[config.mk]
export PLATFORM = sky130hd
export DESIGN_NAME = fmcg_rate_pick
export DESIGN_NICKNAME = d
export VERILOG_FILES = /design/src/fmcg_pkg.sv /design/src/fmcg_rate_pick.sv
export SDC_FILE = /design/constraint.sdc
export NUM_CORES = 1
export LEC_CHECK = 0
export BUFFER_PORTS_ARGS = -buffer_cell sky130_fd_sc_hd__buf_2
export CELL_PAD_IN_SITES_DETAIL_PLACEMENT = 1
export CELL_PAD_IN_SITES_GLOBAL_PLACEMENT = 1
export CORE_ASPECT_RATIO = 0.75
export CORE_UTILIZATION = 35
export DETAILED_ROUTE_END_ITERATION = 12
export PLACE_DENSITY_LB_ADDON = 0.1
export SLEW_MARGIN = 20
export SYNTH_ARGS = -nofsm -noshare
export SYNTH_HDL_FRONTEND = slang
export SYNTH_SLANG_ARGS = --single-unit
[constraint.sdc]
create_clock -name vclk -period 7.6
set_clock_uncertainty 0.2 [all_clocks]
set_input_delay 0.38 -clock vclk [all_inputs]
set_output_delay 0.38 -clock vclk [all_outputs]
set_load 0.03 [all_outputs]
[src/fmcg_pkg.sv]
// ----------------------------------------------------------------------------
// fmcg_pkg: shared types and constants of the clock governor
// Event, result and configuration payloads, event and register codes, the
// official rate tables and the governor ladder.
// ----------------------------------------------------------------------------
package fmcg_pkg;

    // Event kinds
    typedef enum logic [2:0] {
        KIND_FRAME     = 3'd0,
        KIND_TICK      = 3'd1,
        KIND_STALL     = 3'd2,
        KIND_LOAD_DONE = 3'd3,
        KIND_APPLY     = 3'd4
    } t_kind;

    // Configuration register indexes
    typedef enum logic [2:0] {
        CFG_PLAY_CPU_MHZ    = 3'd0,
        CFG_BOOT_CPU_MHZ    = 3'd1,
        CFG_GPU_MHZ         = 3'd2,
        CFG_UP_MISSED_THR   = 3'd3,
        CFG_DOWN_CALM_SEC   = 3'd4,
        CFG_UP_CONFIRM_SEC  = 3'd5,
        CFG_MIN_FRAMES      = 3'd6
    } t_cfg_idx;

    localparam int LADDER_LEVELS_DEF = 5;
    localparam int CPU_TABLE_N       = 12;
    localparam int GPU_TABLE_N       = 7;
    localparam int LADDER_N          = 5;

    localparam logic [20:0] CPU_TABLE_KHZ [CPU_TABLE_N] = '{
        21'd612000,  21'd714000,  21'd816000,  21'd918000,
        21'd1020000, 21'd1122000, 21'd1224000, 21'd1326000,
        21'd1428000, 21'd1581000, 21'd1683000, 21'd1785000
    };
    localparam logic [19:0] GPU_TABLE_KHZ [GPU_TABLE_N] = '{
        20'd307200, 20'd384000, 20'd460800, 20'd537600,
        20'd614400, 20'd691200, 20'd768000
    };
    localparam logic [10:0] LADDER_MHZ [LADDER_N] = '{
        11'd1020, 11'd1224, 11'd1428, 11'd1581, 11'd1785
    };

    localparam logic [20:0] CPU_CAP_KHZ        = 21'd1785000;
    localparam logic [20:0] CPU_STOCK_KHZ      = 21'd1020000;
    localparam logic [19:0] GPU_CAP_DOCK_KHZ   = 20'd768000;
    localparam logic [19:0] GPU_CAP_HAND_KHZ   = 20'd460800;
    localparam logic [19:0] GPU_STOCK_DOCK_KHZ = 20'd768000;
    localparam logic [19:0] GPU_STOCK_HAND_KHZ = 20'd384000;

    // Register reset values
    localparam logic [11:0] PLAY_CPU_RST   = 12'hFFF;
    localparam logic [10:0] BOOT_CPU_RST   = 11'd1785;
    localparam logic [9:0]  GPU_MHZ_RST    = 10'd0;
    localparam logic [7:0]  UP_MISSED_RST  = 8'd3;
    localparam logic [3:0]  DOWN_CALM_RST  = 4'd10;
    localparam logic [1:0]  UP_CONFIRM_RST = 2'd2;
    localparam logic [7:0]  MIN_FRAMES_RST = 8'd20;

    // Payloads
    typedef struct packed {
        logic [2:0] kind;
        logic       vblank_miss;
        logic       focused;
        logic       docked;
        logic       stall_flag;
    } t_event;

    typedef struct packed {
        logic [20:0] cpu_want_khz;
        logic [19:0] gpu_want_khz;
        logic        apply_now;
        logic [2:0]  ladder_level;
    } t_result;

    typedef struct packed {
        logic [2:0]  index;
        logic [11:0] data;
    } t_cfg_req;

    // Context for rate selection
    typedef struct packed {
        logic        loading;
        logic        stalled;
        logic [2:0]  level;
        logic [11:0] play_cpu_mhz;
        logic [10:0] load_cpu_mhz;
        logic [9:0]  gpu_mhz;
        logic        docked;
    } t_pick_req;

    typedef struct packed {
        logic [20:0] cpu_khz;
        logic [19:0] gpu_khz;
    } t_pick_res;

endpackage

[src/fmcg_rate_pick.sv]
// ----------------------------------------------------------------------------
// fmcg_rate_pick: official CPU and GPU rate selection
// Chooses the target MHz and maps it onto the largest official rate not
// above the request and the cap, or the lowest rate when none fits.
// ----------------------------------------------------------------------------
module fmcg_rate_pick (
    input  fmcg_pkg::t_pick_req i_req,
    output fmcg_pkg::t_pick_res o_res
);
    import fmcg_pkg::*;

    logic [10:0] s_cpu_mhz;
    logic [20:0] s_cpu_lim;
    logic [20:0] s_cpu_best;
    logic [19:0] s_gpu_lim;
    logic [19:0] s_gpu_cap;
    logic [19:0] s_gpu_best;

    // CPU request: boot rate while loading or stalled, else ladder or fixed
    always_comb begin
        if (i_req.loading || i_req.stalled) begin
            s_cpu_mhz = i_req.load_cpu_mhz;
        end else if (i_req.play_cpu_mhz[11]) begin
            s_cpu_mhz = (i_req.level < 3'(LADDER_N)) ? LADDER_MHZ[i_req.level]
                                                     : LADDER_MHZ[LADDER_N-1];
        end else begin
            s_cpu_mhz = i_req.play_cpu_mhz[10:0];
        end
    end

    assign s_cpu_lim = 21'(s_cpu_mhz) * 21'd1000;
    assign s_gpu_lim = 20'(i_req.gpu_mhz) * 20'd1000;
    assign s_gpu_cap = i_req.docked ? GPU_CAP_DOCK_KHZ : GPU_CAP_HAND_KHZ;

    // Table scans: last qualifying entry wins
    always_comb begin
        s_cpu_best = CPU_TABLE_KHZ[0];
        for (int i = 0; i < CPU_TABLE_N; i++) begin
            if (CPU_TABLE_KHZ[i] <= s_cpu_lim && CPU_TABLE_KHZ[i] <= CPU_CAP_KHZ) begin
                s_cpu_best = CPU_TABLE_KHZ[i];
            end
        end
    end

    always_comb begin
        s_gpu_best = GPU_TABLE_KHZ[0];
        for (int i = 0; i < GPU_TABLE_N; i++) begin
            if (GPU_TABLE_KHZ[i] <= s_gpu_lim && GPU_TABLE_KHZ[i] <= s_gpu_cap) begin
                s_gpu_best = GPU_TABLE_KHZ[i];
            end
        end
    end

    // Zero MHz means no preference
    assign o_res.cpu_khz = (s_cpu_mhz == 11'd0) ? 21'd0 : s_cpu_best;
    assign o_res.gpu_khz = (i_req.gpu_mhz == 10'd0) ? 20'd0 : s_gpu_best;

endmodule

; ---- After elaboration in Yosys (flattened, before gate mapping)
; Memory sizes are Yosys's and may differ from the RTL's.
; Cells that the tools add are included.
[word_totals]
regBits = 0
rom_bits = 88
input_bits = 39
out_inout_bits = 41
wordCells = 63
mem_count = 1
[op_classes]
n_mul = 2
n_lt_le_gt_ge = 25
n_mux = 25
bitwise_logic = 1
reduce_logical = 9
[mem_list]
columns = name, depth, width, rd, rd_ports_with_merged_regs, write_ports, line
row1 = (name not given), 8, 11, 1, 0, 0, fmcg_rate_pick.sv:24  ; s_cpu_mhz = (i_req.level < 3'(LADDER_N)) ? LADDER_MHZ[i_req.level]
[op_table]
columns = cell, count
row1 = 21-bit 2-to-1 mux, 8
row2 = 20-bit <= comparator (first input constant), 8
row3 = 21-bit <= comparator (first input constant), 7
row4 = 20-bit 2-to-1 mux, 7
row5 = 20-bit by 21-bit <= comparator with 1-bit output (first input constant), 4
row6 = 19-bit by 20-bit <= comparator with 1-bit output (first input constant), 4
row7 = 19-bit 2-to-1 mux, 3
row8 = 11-bit 2-to-1 mux, 5
row9 = 11-bit by 7-bit multiplier with 18-bit output (second input constant), 1
row10 = 18-bit 2-to-1 mux, 1
row11 = 10-bit by 7-bit multiplier with 17-bit output (second input constant), 1
row12 = 17-bit 2-to-1 mux, 1
row13 = 11-bit zero test, 1
row14 = 10-bit zero test, 1
row15 = 1-bit logical AND, 6
row16 = 4-bit greater-or-equal comparator (second input constant), 1
row17 = 3-bit inverter with 4-bit output, 1
row18 = 3-bit < comparator (second input constant), 1
row19 = 1-bit logical OR, 1

; ---- Depth between registers and ports, before layout
[depth]
ltp_word = 21
mapped_depth = 25
depth_no_buf = 24

; ---- Worst setup path after synthesis
; Ideal clock, no wire load.
[synth_timing]
path_kind = in2out
from = input port i_req[37] (netlist bit)
to = output port o_res[33] (netlist bit)
arrival_ns = 6.517
t_required_ns = 7.020
setup_slack_ns = 0.503
stages = 24
n_path_buf = 3
path_cell_list = or2_1 > clkbuf_1 > buf_1 > nand2_1 > o21ai_0 > inv_1 > fa_1 > fa_1 > inv_1 > fa_1 > inv_1 > fa_1 > inv_1 > ha_1 > clkbuf_1 > a21o_1 > nand2_1 > mux2_2 > o311ai_4 > nand3_1 > o2111a_1 > nor2_1 > nand2_1 > a221oi_1
[synth_lines]
columns = element, line
row1 = from (decl), fmcg_rate_pick.sv:7  ; input fmcg_pkg::t_pick_req i_req,
row2 = to (decl), fmcg_rate_pick.sv:8  ; output fmcg_pkg::t_pick_res o_res

==> run summary <==
RUN STATUS
------------------------------------------------------------------------------------
Run status                                                                 completed

FLOORPLANNING
------------------------------------------------------------------------------------
Starting utilization of the core area                                          35.8%
I/O pin count                                                                     80
Vertical extent of the die                                               113 microns
Core Box Area                                                           0.0161 sq mm
Die width                                                                150 microns
FP Rows                                                                           40
Die footprint                                                           0.0170 sq mm

WORST SETUP PATH
------------------------------------------------------------------------------------
Critical path fanouts, max                                                        17
Kind of critical path                                                         in2out
Cell-by-cell trace of the critical path                                 buf_2 -> or2_1 -> buf_4 -> o21a_1 -> inv_1 -> fa_1 -> fa_1 -> inv_1 -> fa_1 -> inv_1 -> fa_1 -> ha_1 -> nand3_1 -> and2_2 -> a21o_1 -> a21o_1 -> xnor2_2 -> o2111a_1 -> nor2_1 -> a21o_1 -> a221oi_2 -> buf_2
Critical Path AT                                                             6710 ps
Kind of launch point of the worst setup path                              input port
Slowest cell on the critical path                                       sky130_fd_sc_hd__fa_1
Critical Path Sink Type                                                   output pin
Highest cell delay on the worst timing path                                   560 ps
Most frequent cell on the critical path                                 sky130_fd_sc_hd__fa_1
Worst endpoint required time                                                 7020 ps

SYNTHESIS
------------------------------------------------------------------------------------
Synth cell types                                                                  91
Synthesized instance count                                                       692
Post-synth top area cell                                                sky130_fd_sc_hd__fa_1
Seq/Total Area, Yosys                                                             0%
Leading post-synthesis cells by cell area                               sky130_fd_sc_hd__fa_1 22%, sky130_fd_sc_hd__ha_1 21%, sky130_fd_sc_hd__inv_1 6.8%
Warnings from Yosys                                                                0
Fraction of post-synthesis cell area in the top cell type by area              22.3%
Post-Synthesis Cell Area                                                0.00576 sq mm
Average footprint of a synthesized cell                                   8.32 sq um

FINAL LAYOUT
------------------------------------------------------------------------------------
Antenna diode instance count                                                       0
Net total in the final layout                                                    955
Share of cells above drive strength 1                                          15.8%
Clock buffers                                                                      0
Area grow syn2layout                                                           10.7%
Sequential cell area in the final layout                                     0 sq um
Count of flip-flops and latches                                                    0
Commonest non-fill, non-tap cell in the layout                          sky130_fd_sc_hd__inv_1
Fill cell instance count of the final layout                                    1940
Highest-count cells in the layout ignoring fill and taps                105 x sky130_fd_sc_hd__inv_1, 97 x sky130_fd_sc_hd__ha_1, 67 x sky130_fd_sc_hd__buf_2

ROUTING
------------------------------------------------------------------------------------
Detailed Routing Iterations Pass 1                                                 4
Routed via count divided by cell count                                          5.46
Vias                                                                            5258
DRC violation total after the first TritonRoute iteration                        221
Remaining antenna violation count after routing                                    0
Total routed wirelength                                                 16500 microns
Total DRC errors in the routed layout                                              0
Average wire length per cell after detail routing                       17.1 microns

WORST HOLD PATH
------------------------------------------------------------------------------------
Worst hold path cell count                                                         5
Worst hold path class                                                         in2out
Critical hold path startpoint                                               i_req[0]
Hold worst-path end                                                        o_res[19]

STA
------------------------------------------------------------------------------------
Setup repair after global routing missed its margin                            false
Headroom to the max-slew limit                                                 34.0%
Final setup viols                                                                  0
Smallest hold slack                                                          1210 ps
Min cycle time layout                                                        7290 ps
Number of max-slew violations in the final report                                  0
Highest clock frequency the design can meet                                0.137 GHz
Post-route fraction of the period consumed by the critical path                95.9%
Count of final hold-check violations                                               0
Measured slew at the worst slew-check pin                                     985 ps

GLOBAL ROUTE
------------------------------------------------------------------------------------
Total congestion overflow after global routing                                     0
Antenna violations before repair                                                   0
Global-route total usage across every layer                                    19.9%
Maximum number of pins on one net before global-route repair                      18
Global-route wire length before repair                                  27700 microns
Via count of the first global-routing pass                                      5415

PLACED DESIGN
------------------------------------------------------------------------------------
Count of port buffers added during placement                                      67
Weighted congestion at the end of routability-driven global placement          0.831
DP Wirelength                                                           14500 microns

RUN
------------------------------------------------------------------------------------
Max-capacitance violation count                                                    0

==> per-stage QoR <==
step / TNS (ps) / std cells / setup slack, ps / cell area, sq um / utilization (%)
3_3_place_gp: -10.7 / 962 / -10.7 / 6300 / 39.2
6_report: 0 / 963 / 309 / 6370 / 39.7
4_1_cts: 0 / 962 / 88.0 / 6300 / 39.2
3_5_place_dp: -156 / 962 / -146 / 6300 / 39.2
5_1_grt: 0 / 963 / 2.92 / 6370 / 39.7
2_1_floorplan: 0 / 704 / 503 / 5800 / -
==> final cells by class <==
type,count,area [sq um],area share (%)
multi-input combinational,569,5300,83.1
timing repair buffer,78,418,6.56
inverter,106,398,6.24
tap,210,263,4.12
==> worst max path at each step <==
stage / from / to / slack (ps) / cells after the start
global placement: i_req[34] / o_res[27] / -10 / 23
finish: i_req[37] / o_res[37] / 310 / 22
detailed placement: i_req[34] / o_res[27] / -150 / 23
floorplan: i_req[37] / o_res[33] / 500 / 24
global route: i_req[37] / o_res[37] / 3 / 24
CTS: i_req[34] / o_res[27] / 90 / 23
==> Yosys cell counts (4+ instances only) <==
cell type and n:
sky130_fd_sc_hd__o21bai_1 4, sky130_fd_sc_hd__fa_1 64, sky130_fd_sc_hd__nor3_1 21, sky130_fd_sc_hd__a211oi_1 8
sky130_fd_sc_hd__clkbuf_1 8, sky130_fd_sc_hd__buf_4 14, sky130_fd_sc_hd__ha_1 97, sky130_fd_sc_hd__nor4_1 8
sky130_fd_sc_hd__nand2_1 35, sky130_fd_sc_hd__a221oi_1 5, sky130_fd_sc_hd__xnor2_1 6, sky130_fd_sc_hd__nor2b_1 4
sky130_fd_sc_hd__nand2b_1 4, sky130_fd_sc_hd__o21ai_0 25, sky130_fd_sc_hd__o31ai_1 6, sky130_fd_sc_hd__o21ai_1 12
sky130_fd_sc_hd__nand4_1 5, sky130_fd_sc_hd__and2_1 6, sky130_fd_sc_hd__a31oi_1 7, sky130_fd_sc_hd__nand3_1 22
sky130_fd_sc_hd__buf_2 4, sky130_fd_sc_hd__xor2_1 10, sky130_fd_sc_hd__a21oi_1 33, sky130_fd_sc_hd__o311ai_1 5
sky130_fd_sc_hd__o211ai_1 6, sky130_fd_sc_hd__inv_1 105, sky130_fd_sc_hd__and3_1 8, sky130_fd_sc_hd__a21o_1 12
sky130_fd_sc_hd__a41oi_1 5, sky130_fd_sc_hd__o21a_1 15, sky130_fd_sc_hd__mux2i_1 5, sky130_fd_sc_hd__nor2_1 34
==> routing by layer <==
metal | track usage, % | vias to the layer above | wire (microns)
li1 | - | 2578 | -
met1 | 32.5 | 2566 | 9310
met2 | 30.5 | 114 | 6790
met3 | 0.202 | 0 | 409
met4 | 0.337 | 0 | 0
met5 | 0 | - | 0
==> what timing repair did <==
| item | in CTS | in global routing |
|---|---|---|
| hold buffers | 0 | 0 |
| resized for setup | 1 | 13 |
| setup endpoints to repair | 2 | 14 |
| setup buffers | 0 | 1 |
| pin swaps | 0 | 1 |
| endpoints found under the hold margin | 0 | 0 |
==> cell families after synthesis <==
logic type / Yosys count / synth area share (%)
AO/OA/AOI/OAI: 199 / 27.0
AND/OR/NAND/NOR: 172 / 15.6
adder cells (fa/ha/maj): 161 / 43.3
buffers and inverters: 135 / 9.93
XOR/XNOR: 18 / 3.00
multiplexers: 6 / 1.07
other: 1 / 0.0652
==> critical path, delay by kind of cell <==
kind | cells | cell delay, ps
xor gates and xnor gates | 1 | 550
and+or+nand+nor | 4 | 790
AOI/OAI and AO/OA | 6 | 1560
buffers and inverters | 6 | 920
adders and majority gates | 5 | 2500
Power is not shown: default switching activity piles up to over one toggle a cycle in this logic, so the estimate is an artifact.
